**src/design/lmsh_pkg.sv**
```systemverilog
`timescale 1ns / 1ps

package lmsh_pkg;

   localparam int DEF_NUM_BINS    = 40;
   localparam int DEF_COUNT_WIDTH = 32;

   localparam int SIZE_WIDTH  = 64;
   localparam int CODE_WIDTH  = 8;
   localparam int RBIN_WIDTH  = 6;
   localparam int OUT_WIDTH   = 32;
   localparam int MASK_WORDS  = 4;
   localparam int MASK_WIDTH  = 64;
   localparam int CSR_IDX_W   = 2;

   // result queue depth, covers the read latency of the lanes
   localparam int RSP_DEPTH   = 4;
   localparam int RSP_PTR_W   = $clog2(RSP_DEPTH);
   localparam int RSP_CNT_W   = $clog2(RSP_DEPTH + 1);

   localparam logic [1:0] OP_RECORD = 2'd0;
   localparam logic [1:0] OP_READ   = 2'd1;
   localparam logic [1:0] OP_CLEAR  = 2'd2;

   // per-request control handed to both lanes
   typedef struct packed {
      logic record;   // record request whose filter bit is set
      logic read;
      logic clear;
   } lmsh_ctrl_type;

endpackage

```
**src/design/log2_message_size_histogram.sv**
```systemverilog
`timescale 1ns / 1ps

// Send and receive message-size histograms. A record request whose call code
// is selected by the 256-bit filter mask adds one to bin ceil(log2 size) of
// each histogram for every positive size (bins clamp to the last, counters
// saturate); a read request returns both counts of one bin, zero beyond the
// last bin; a clear request zeroes both histograms. One request is taken per
// clock while req_tready is high; the two histograms are separate lanes, each
// a two-stage pipeline of size decode with counter read, then saturating
// write-back, and read results go through an output queue. req_tready falls
// only while four read responses are in flight or waiting in the output queue.
module log2_message_size_histogram #(
   parameter int NUM_BINS    = lmsh_pkg::DEF_NUM_BINS,
   parameter int COUNT_WIDTH = lmsh_pkg::DEF_COUNT_WIDTH
) (
   input  logic         clock,
   input  logic         reset,
   input  logic         req_tvalid,
   output logic         req_tready,
   // call_code[7:0], sent_size[71:8], received_size[135:72], read_bin[141:136]
   input  logic [143:0] req_tdata,
   // operation[1:0]
   input  logic [1:0]   req_tuser,
   output logic         rsp_tvalid,
   input  logic         rsp_tready,
   // send_count[31:0], recv_count[63:32]
   output logic [63:0]  rsp_tdata,
   input  logic         csr_wr_en,
   input  logic [lmsh_pkg::CSR_IDX_W-1:0]  csr_index,
   input  logic [lmsh_pkg::MASK_WIDTH-1:0] csr_wdata
);
   import lmsh_pkg::*;

   logic [MASK_WORDS*MASK_WIDTH-1:0] mask_ff;
   logic                   accept;
   logic [CODE_WIDTH-1:0]  call_code;
   logic [SIZE_WIDTH-1:0]  sent_size;
   logic [SIZE_WIDTH-1:0]  received_size;
   logic [RBIN_WIDTH-1:0]  read_bin;
   lmsh_ctrl_type          ctrl;
   logic                   send_valid, recv_valid;
   logic [OUT_WIDTH-1:0]   send_count, recv_count;

   assign call_code     = req_tdata[7:0];
   assign sent_size     = req_tdata[71:8];
   assign received_size = req_tdata[135:72];
   assign read_bin      = req_tdata[141:136];

   assign accept = req_tvalid && req_tready;

   always_ff @(posedge clock) begin
      if (reset) begin
         mask_ff <= '0;
      end else if (csr_wr_en) begin
         mask_ff[csr_index*MASK_WIDTH +: MASK_WIDTH] <= csr_wdata;
      end
   end

   assign ctrl.record = (req_tuser == OP_RECORD) && mask_ff[call_code];
   assign ctrl.read   = (req_tuser == OP_READ);
   assign ctrl.clear  = (req_tuser == OP_CLEAR);

   lmsh_lane #(
      .NUM_BINS    (NUM_BINS),
      .COUNT_WIDTH (COUNT_WIDTH)
   ) u_send_lane (
      .clock       (clock),
      .reset       (reset),
      .in_valid    (accept),
      .in_ctrl     (ctrl),
      .in_size     (sent_size),
      .in_read_bin (read_bin),
      .out_valid   (send_valid),
      .out_count   (send_count)
   );

   lmsh_lane #(
      .NUM_BINS    (NUM_BINS),
      .COUNT_WIDTH (COUNT_WIDTH)
   ) u_recv_lane (
      .clock       (clock),
      .reset       (reset),
      .in_valid    (accept),
      .in_ctrl     (ctrl),
      .in_size     (received_size),
      .in_read_bin (read_bin),
      .out_valid   (recv_valid),
      .out_count   (recv_count)
   );

   lmsh_merge u_merge (
      .clock       (clock),
      .reset       (reset),
      .read_accept (accept && ctrl.read),
      .can_accept  (req_tready),
      .send_valid  (send_valid),
      .send_count  (send_count),
      .recv_valid  (recv_valid),
      .recv_count  (recv_count),
      .rsp_tvalid  (rsp_tvalid),
      .rsp_tready  (rsp_tready),
      .rsp_tdata   (rsp_tdata)
   );

endmodule

```
**src/design/lmsh_lane.sv**
```systemverilog
`timescale 1ns / 1ps

module lmsh_lane #(
   parameter int NUM_BINS    = lmsh_pkg::DEF_NUM_BINS,
   parameter int COUNT_WIDTH = lmsh_pkg::DEF_COUNT_WIDTH
) (
   input  logic                              clock,
   input  logic                              reset,
   input  logic                              in_valid,
   input  lmsh_pkg::lmsh_ctrl_type           in_ctrl,
   input  logic [lmsh_pkg::SIZE_WIDTH-1:0]   in_size,
   input  logic [lmsh_pkg::RBIN_WIDTH-1:0]   in_read_bin,
   output logic                              out_valid,
   output logic [lmsh_pkg::OUT_WIDTH-1:0]    out_count
);
   import lmsh_pkg::*;

   localparam int BIN_WIDTH = (NUM_BINS > 1) ? $clog2(NUM_BINS) : 1;
   localparam int LEN_WIDTH = $clog2(SIZE_WIDTH + 1);
   localparam logic [LEN_WIDTH-1:0] LAST_BIN = LEN_WIDTH'(NUM_BINS - 1);
   localparam logic [RBIN_WIDTH:0] BIN_LIMIT = (RBIN_WIDTH + 1)'(NUM_BINS);
   localparam logic [COUNT_WIDTH-1:0] COUNT_MAX = {COUNT_WIDTH{1'b1}};

   logic                    pos;
   logic [SIZE_WIDTH-1:0]   dec;

   logic                    s1_rec_ff, s1_rec_in;
   logic                    s1_read_ff, s1_read_in;
   logic                    s1_clear_ff, s1_clear_in;
   logic [SIZE_WIDTH-1:0]   s1_dec_ff;
   logic [RBIN_WIDTH-1:0]   s1_rbin_ff;

   logic [LEN_WIDTH-1:0]    bit_len;
   logic [BIN_WIDTH-1:0]    bin;
   logic [BIN_WIDTH-1:0]    rd_addr;
   logic                    rd_oob;

   logic [COUNT_WIDTH-1:0]  hist_mem [NUM_BINS];
   logic [NUM_BINS-1:0]     valid_ff, valid_in;

   logic                    s2_rec_ff, s2_read_ff, s2_clear_ff;
   logic [BIN_WIDTH-1:0]    s2_addr_ff;
   logic                    s2_oob_ff;
   logic [COUNT_WIDTH-1:0]  s2_mem_ff;
   logic                    s2_vld_ff;

   logic                    prev_wr_ff, prev_clear_ff;
   logic [BIN_WIDTH-1:0]    prev_addr_ff;
   logic [COUNT_WIDTH-1:0]  prev_data_ff;

   logic [COUNT_WIDTH-1:0]  cur;
   logic [COUNT_WIDTH-1:0]  nxt;

   // input stage: only positive sizes count
   assign pos = !in_size[SIZE_WIDTH-1] && (in_size != '0);
   assign dec = in_size - SIZE_WIDTH'(1);

   assign s1_rec_in   = in_valid && in_ctrl.record && pos;
   assign s1_read_in  = in_valid && in_ctrl.read;
   assign s1_clear_in = in_valid && in_ctrl.clear;

   always_ff @(posedge clock) begin
      if (reset) begin
         s1_rec_ff   <= 1'b0;
         s1_read_ff  <= 1'b0;
         s1_clear_ff <= 1'b0;
      end else begin
         s1_rec_ff   <= s1_rec_in;
         s1_read_ff  <= s1_read_in;
         s1_clear_ff <= s1_clear_in;
      end
   end

   always_ff @(posedge clock) begin
      s1_dec_ff  <= dec;
      s1_rbin_ff <= in_read_bin;
   end

   // bin is the bit length of size - 1, clamped to the last bin
   always_comb begin
      bit_len = '0;
      for (int i = 0; i < SIZE_WIDTH; i++) begin
         if (s1_dec_ff[i]) bit_len = LEN_WIDTH'(i + 1);
      end
   end

   assign bin     = (bit_len > LAST_BIN) ? LAST_BIN[BIN_WIDTH-1:0] : bit_len[BIN_WIDTH-1:0];
   assign rd_oob  = ({1'b0, s1_rbin_ff} >= BIN_LIMIT);
   assign rd_addr = s1_read_ff ? s1_rbin_ff[BIN_WIDTH-1:0] : bin;

   always_ff @(posedge clock) begin
      s2_mem_ff    <= hist_mem[rd_addr];
      s2_vld_ff    <= valid_ff[rd_addr];
      s2_addr_ff   <= rd_addr;
      s2_oob_ff    <= rd_oob;
      prev_addr_ff <= s2_addr_ff;
      prev_data_ff <= nxt;
      if (s2_rec_ff) hist_mem[s2_addr_ff] <= nxt;
   end

   always_ff @(posedge clock) begin
      if (reset) begin
         s2_rec_ff     <= 1'b0;
         s2_read_ff    <= 1'b0;
         s2_clear_ff   <= 1'b0;
         prev_wr_ff    <= 1'b0;
         prev_clear_ff <= 1'b0;
         valid_ff      <= '0;
      end else begin
         s2_rec_ff     <= s1_rec_ff;
         s2_read_ff    <= s1_read_ff;
         s2_clear_ff   <= s1_clear_ff;
         prev_wr_ff    <= s2_rec_ff;
         prev_clear_ff <= s2_clear_ff;
         valid_ff      <= valid_in;
      end
   end

   always_comb begin
      valid_in = valid_ff;
      if (s2_clear_ff) valid_in = '0;
      else if (s2_rec_ff) valid_in[s2_addr_ff] = 1'b1;
   end

   // bypass the update or clear that landed as this entry was read
   always_comb begin
      if (prev_clear_ff) cur = '0;
      else if (prev_wr_ff && (prev_addr_ff == s2_addr_ff)) cur = prev_data_ff;
      else if (s2_vld_ff) cur = s2_mem_ff;
      else cur = '0;
   end

   assign nxt = (cur == COUNT_MAX) ? cur : cur + COUNT_WIDTH'(1);

   assign out_valid = s2_read_ff;
   assign out_count = s2_oob_ff ? '0 : OUT_WIDTH'(cur);

endmodule

```
**src/design/lmsh_merge.sv**
```systemverilog
`timescale 1ns / 1ps

module lmsh_merge (
   input  logic                             clock,
   input  logic                             reset,
   input  logic                             read_accept,
   output logic                             can_accept,
   input  logic                             send_valid,
   input  logic [lmsh_pkg::OUT_WIDTH-1:0]   send_count,
   input  logic                             recv_valid,
   input  logic [lmsh_pkg::OUT_WIDTH-1:0]   recv_count,
   output logic                             rsp_tvalid,
   input  logic                             rsp_tready,
   output logic [2*lmsh_pkg::OUT_WIDTH-1:0] rsp_tdata
);
   import lmsh_pkg::*;

   logic [2*OUT_WIDTH-1:0] queue_mem [RSP_DEPTH];
   logic [RSP_PTR_W-1:0]   wr_ptr_ff, wr_ptr_in;
   logic [RSP_PTR_W-1:0]   rd_ptr_ff, rd_ptr_in;
   logic [RSP_CNT_W-1:0]   fill_ff, fill_in;
   logic [RSP_CNT_W-1:0]   resv_ff, resv_in;
   logic                   push, pop;

   assign push = send_valid && recv_valid;
   assign pop  = rsp_tvalid && rsp_tready;

   // a slot is reserved for each read request still in the lanes
   assign can_accept = (resv_ff < RSP_CNT_W'(RSP_DEPTH));

   assign wr_ptr_in = push ? wr_ptr_ff + RSP_PTR_W'(1) : wr_ptr_ff;
   assign rd_ptr_in = pop ? rd_ptr_ff + RSP_PTR_W'(1) : rd_ptr_ff;
   assign fill_in   = fill_ff + RSP_CNT_W'(push) - RSP_CNT_W'(pop);
   assign resv_in   = resv_ff + RSP_CNT_W'(read_accept) - RSP_CNT_W'(pop);

   always_ff @(posedge clock) begin
      if (reset) begin
         wr_ptr_ff <= '0;
         rd_ptr_ff <= '0;
         fill_ff   <= '0;
         resv_ff   <= '0;
      end else begin
         wr_ptr_ff <= wr_ptr_in;
         rd_ptr_ff <= rd_ptr_in;
         fill_ff   <= fill_in;
         resv_ff   <= resv_in;
      end
   end

   always_ff @(posedge clock) begin
      if (push) queue_mem[wr_ptr_ff] <= {recv_count, send_count};
   end

   assign rsp_tvalid = (fill_ff != '0);
   assign rsp_tdata  = queue_mem[rd_ptr_ff];

endmodule
```
**config.mk**
```make
export PLATFORM = sky130hd
export DESIGN_NAME = log2_message_size_histogram
export DESIGN_NICKNAME = d
export VERILOG_FILES = /design/src/design/lmsh_pkg.sv /design/src/design/log2_message_size_histogram.sv /design/src/design/lmsh_lane.sv /design/src/design/lmsh_merge.sv
export SDC_FILE = /design/constraint.sdc
export NUM_CORES = 2
export LEC_CHECK = 0
export ABC_AREA = 0
export BUFFER_PORTS_ARGS = -buffer_cell sky130_fd_sc_hd__buf_4
export CORE_UTILIZATION = 53
export DETAILED_ROUTE_END_ITERATION = 6
export PLACE_DENSITY = 0.75
export SYNTH_ARGS = -nofsm -noshare
export SYNTH_HDL_FRONTEND = slang
export SYNTH_SLANG_ARGS = --single-unit
```
**constraint.sdc**
```tcl
create_clock -name clock -period 10.65 [get_ports clock]
set_input_delay 2.13 -clock clock [delete_from_list [all_inputs] [get_ports clock]]
set_output_delay 2.13 -clock clock [all_outputs]
set_load 0.1 [all_outputs]
```
==> impl_metrics.ini <==
[placement]
detailed_place_hpwl_um = 196800
globalplace.congestion = 0.9024
portBuffers = 280

[clocking]
clock_pin_slew_of_the_registers_on_the_worst_case_setup_and_hold_paths_ns = 0.06
numCtsBuffers = 349
postCtsSetupRepairBufs = 0
tritoncts_clock_tree = yes
cts.sinks = 3464
cts_resized = 0
clock-root-buffer = sky130_fd_sc_hd__clkbuf_16
h-tree-depth = 5
post_cts_hold_buffer_count = 0
max-clock-path-buffers = 4
clock_insertion_delay_worst_skew_ns = 0.98

[sta]
timing.slew.headroom_pct = 13.33
report.final.setup_viol = 0
whs_ns = 0.4228
setup-tns-final_ns = 0
finalMaxSlewViolations = 0
crit_share_post_route_pct = 54.38
finalHoldViolCount = 0
grt_setup_unrepaired = no
timing.clock.skew_ns = 0.05228
worstMarginPinSlew_ns = 1.297
timing.fmax_mhz = 172.7
final.min_clock_period_ns = 5.792

[routing]
route.antenna.remaining_nets = 0
drc = 12
dr_pass1_iterations = 7
wl_per_cell_um = 27.15
wirelength_um = 344900
drt_first_iter_violations = 10050
post_dr_vias_cell = 6.347
vias = 80630

[setup_path]
worst_setup_path_startpoint = u_recv_lane.s2_addr_ff[1]
timing.rr.start = u_recv_lane.s2_addr_ff[1]
timing.critical_path.slowest_stage_cell = sky130_fd_sc_hd__a2111oi_0
worstSetupPathType = flip-flop to flip-flop
timing.critical_path.max_delay_family = simple AND/OR/NAND/NOR gates
cp_slowest_stage_delay_ns = 0.97
worst_ep_required_time_ns = 11.34
timing.critical_path.from_type = flip-flop
critical_path.n_buffers_inverters = 3
critical_path_sink_type = flip-flop
worstPathCellList = xnor2_1 -> and4_1 -> buf_4 -> nand2_1 -> and3_1 -> a21oi_1 -> nor2_1 -> ha_1 -> inv_1 -> nor3_1 -> nand2_1 -> a2111oi_0 -> nand3_1 -> or3_1 -> xnor2_2 -> buf_4
arrival_time_of_data_at_the_critical_path_endpoint_ns = 6.48
crit_path_max_fanout = 41

[global_routing]
grt.overflow.total = 0
gr-usage-all-layers_pct = 26.18
grt_max_degree = 155
grt_first_pass_wirelength_um = 504300
initial_antenna_violation_count = 28
vias_in_the_first_global_route = 78630

[final_layout]
area.growth.synth_to_final_pct = 13.31
number_of_filler_instances_in_the_final_layout = 17970
final_net_count = 9288
layout-drive-gt1-share_pct = 16.71

[floorplanning]
initial_core_util_pct = 53.43
design.die.area_um2 = 259000
chipWidth_um = 508.9
core.rowCount = 185
ios = 283
chipHeight_um = 508.9
placeableCoreArea_um2 = 254900

[logic_synthesis]
postSynth.topFlopCell = sky130_fd_sc_hd__edfxtp_1
post_synth_inst_count = 8740
number_of_warnings_reported_in_the_yosys_synthesis_log = 0
synth_edf_count = 2816
ys_seq_elements = 3464
synth_area_leaders = sky130_fd_sc_hd__edfxtp_1 (62%), sky130_fd_sc_hd__dfxtp_1 (9.5%), sky130_fd_sc_hd__mux2i_1 (6.1%), sky130_fd_sc_hd__mux4_2 (5.6%), sky130_fd_sc_hd__nand2_1 (2.1%)
synth.cell_area_um2 = 136200
ys_seq_area_share_pct = 71.63
ys_types = 80
yosysMostFrequentCell = sky130_fd_sc_hd__edfxtp_1
netlist.area_leader.share_pct = 62.10
mappedNetlistNets = 8976
synth_top_cells_by_count = sky130_fd_sc_hd__edfxtp_1 (2816), sky130_fd_sc_hd__mux2i_1 (833), sky130_fd_sc_hd__nand2_1 (779)
netlist.top_cell.by_area = sky130_fd_sc_hd__edfxtp_1
postSynth.asyncResetShare_pct = 0
syn_area_per_cell_um2 = 15.58

[power]
ir_drop_uv = 163.3
leakage_nw = 56.45
power.density_cell_area_nw_per_um2 = 182.4

[worst_hold_path]
min_from = u_recv_lane.s2_addr_ff[0]
hold_path_class = flip-flop to flip-flop

[run_status]
status = complete, but fails checks
failed_checks = DRC

[run]
drv.max_cap_violation_count = 0
==> power by group <==
group / internal (mW) / switching, mW / total, mW / leakage [nW]
sequential: 14.6 / 0.0970 / 14.7 / 30.5
combinational: 0.517 / 1.27 / 1.79 / 20.7
clock: 6.74 / 4.96 / 11.7 / 5.29
total: 21.8 / 6.32 / 28.1 / 56.4
==> kinds of logic after synthesis <==
logic type | after synthesis | synth area share (%)
flops | 3464 | 71.63
simple gates | 2044 | 6.859
compound gates | 1251 | 6.646
mux | 1182 | 11.81
buf+inv | 591 | 1.654
xor+xnor | 189 | 1.216
fa+ha+maj | 19 | 0.1856
==> final cells by class <==
| type | count | area (µm²) | area share [%] |
|---|---|---|---|
| antenna | 19 | 47.55 | 0.03081 |
| clock buffer | 449 | 9448 | 6.123 |
| clock inverter | 168 | 1396 | 0.9050 |
| multi-input combinational | 4685 | 37560 | 24.34 |
| inverter | 49 | 214.0 | 0.1387 |
| sequential | 3464 | 97540 | 63.22 |
| timing repair buffer | 503 | 3882 | 2.516 |
| tap | 3366 | 4212 | 2.729 |
==> worst reg2reg max path: cells and delay by family (launching register included) <==
kind / cells / cell delay [ns]
compound gates: 2 / 1.02
simple gates: 8 / 2.88
fa+ha+maj: 1 / 0.19
xor+xnor: 2 / 0.29
flops: 1 / 0.47
buf+inv: 3 / 0.69
==> metrics by stage <==
stage	power, mW	instance area, µm²	std cells	utilization [%]	worst slack (ns)
finish	28.14	154300	12700	60.55	4.858
global route	28.85	154300	12700	60.54	4.671
CTS	28.23	154200	12680	60.52	4.879
detailed placement	16.71	143400	12070	56.27	4.499
global placement	16.69	143400	12070	56.27	4.497
floorplan	16.16	136200	8740	-	4.911
==> sequential cells by signal (all words and copies together) (netlist names), 40 cells and up, named ones only <==
signal and count:
u_send_lane.valid_ff 40, u_send_lane.hist_mem 1280, u_recv_lane.hist_mem 1280, u_recv_lane.valid_ff 40
mask_ff 256, u_merge.queue_mem 256, u_send_lane.s1_dec_ff 64, u_recv_lane.s1_dec_ff 64
==> cell usage in the layout (no fill, tap or decap), drive strengths merged, types with 19 or more instances in the layout <==
| cell | Yosys | final |
|---|---|---|
| edfxtp | 2816 | 2816 |
| mux2i | 833 | 833 |
| nand2 | 780 | 780 |
| dfxtp | 648 | 648 |
| nor2 | 566 | 566 |
| buf | 113 | 502 |
| clkbuf | 429 | 450 |
| mux4 | 339 | 339 |
| a22oi | 290 | 290 |
| nand3 | 141 | 141 |
| a31oi | 138 | 138 |
| a21oi | 137 | 137 |
| clkinv | 2 | 121 |
| xor2 | 118 | 118 |
| and3 | 116 | 116 |
| and2 | 95 | 95 |
| nor3 | 86 | 86 |
| o21a | 84 | 84 |
| a211oi | 77 | 77 |
| a311oi | 74 | 74 |
| xnor2 | 71 | 71 |
| nor4 | 68 | 68 |
| a32oi | 64 | 64 |
| o22ai | 64 | 64 |
| o21ai | 64 | 64 |
| a211o | 63 | 63 |
| o211ai | 60 | 60 |
| inv | 47 | 56 |
| a221oi | 40 | 40 |
| or3 | 34 | 34 |
| o22a | 32 | 32 |
| or4 | 32 | 32 |
| nor2b | 31 | 31 |
| nand4 | 23 | 23 |
| bufinv | 0 | 20 |
| clkinvlp | 0 | 20 |
| diode | 0 | 19 |
==> worst paths after layout <==
kind         depth (start not counted)                      endpoint  slack [ns]
max reg2reg                         16  u_recv_lane.hist_mem[31][30]        4.86
max                                 16  u_recv_lane.hist_mem[31][30]        4.86
min                                  0   u_recv_lane.prev_addr_ff[0]        0.42
min reg2reg                          0   u_recv_lane.prev_addr_ff[0]        0.42
==> layer usage <==
metal,GRT usage [%],wire length [µm],up-vias
met2,40.54,159700,4444
met5,0,96,-
met3,5.396,36960,697
met1,36.89,136600,40890
li1,-,-,34590
met4,9.307,11470,10
(Power assumes the default switching activity.)
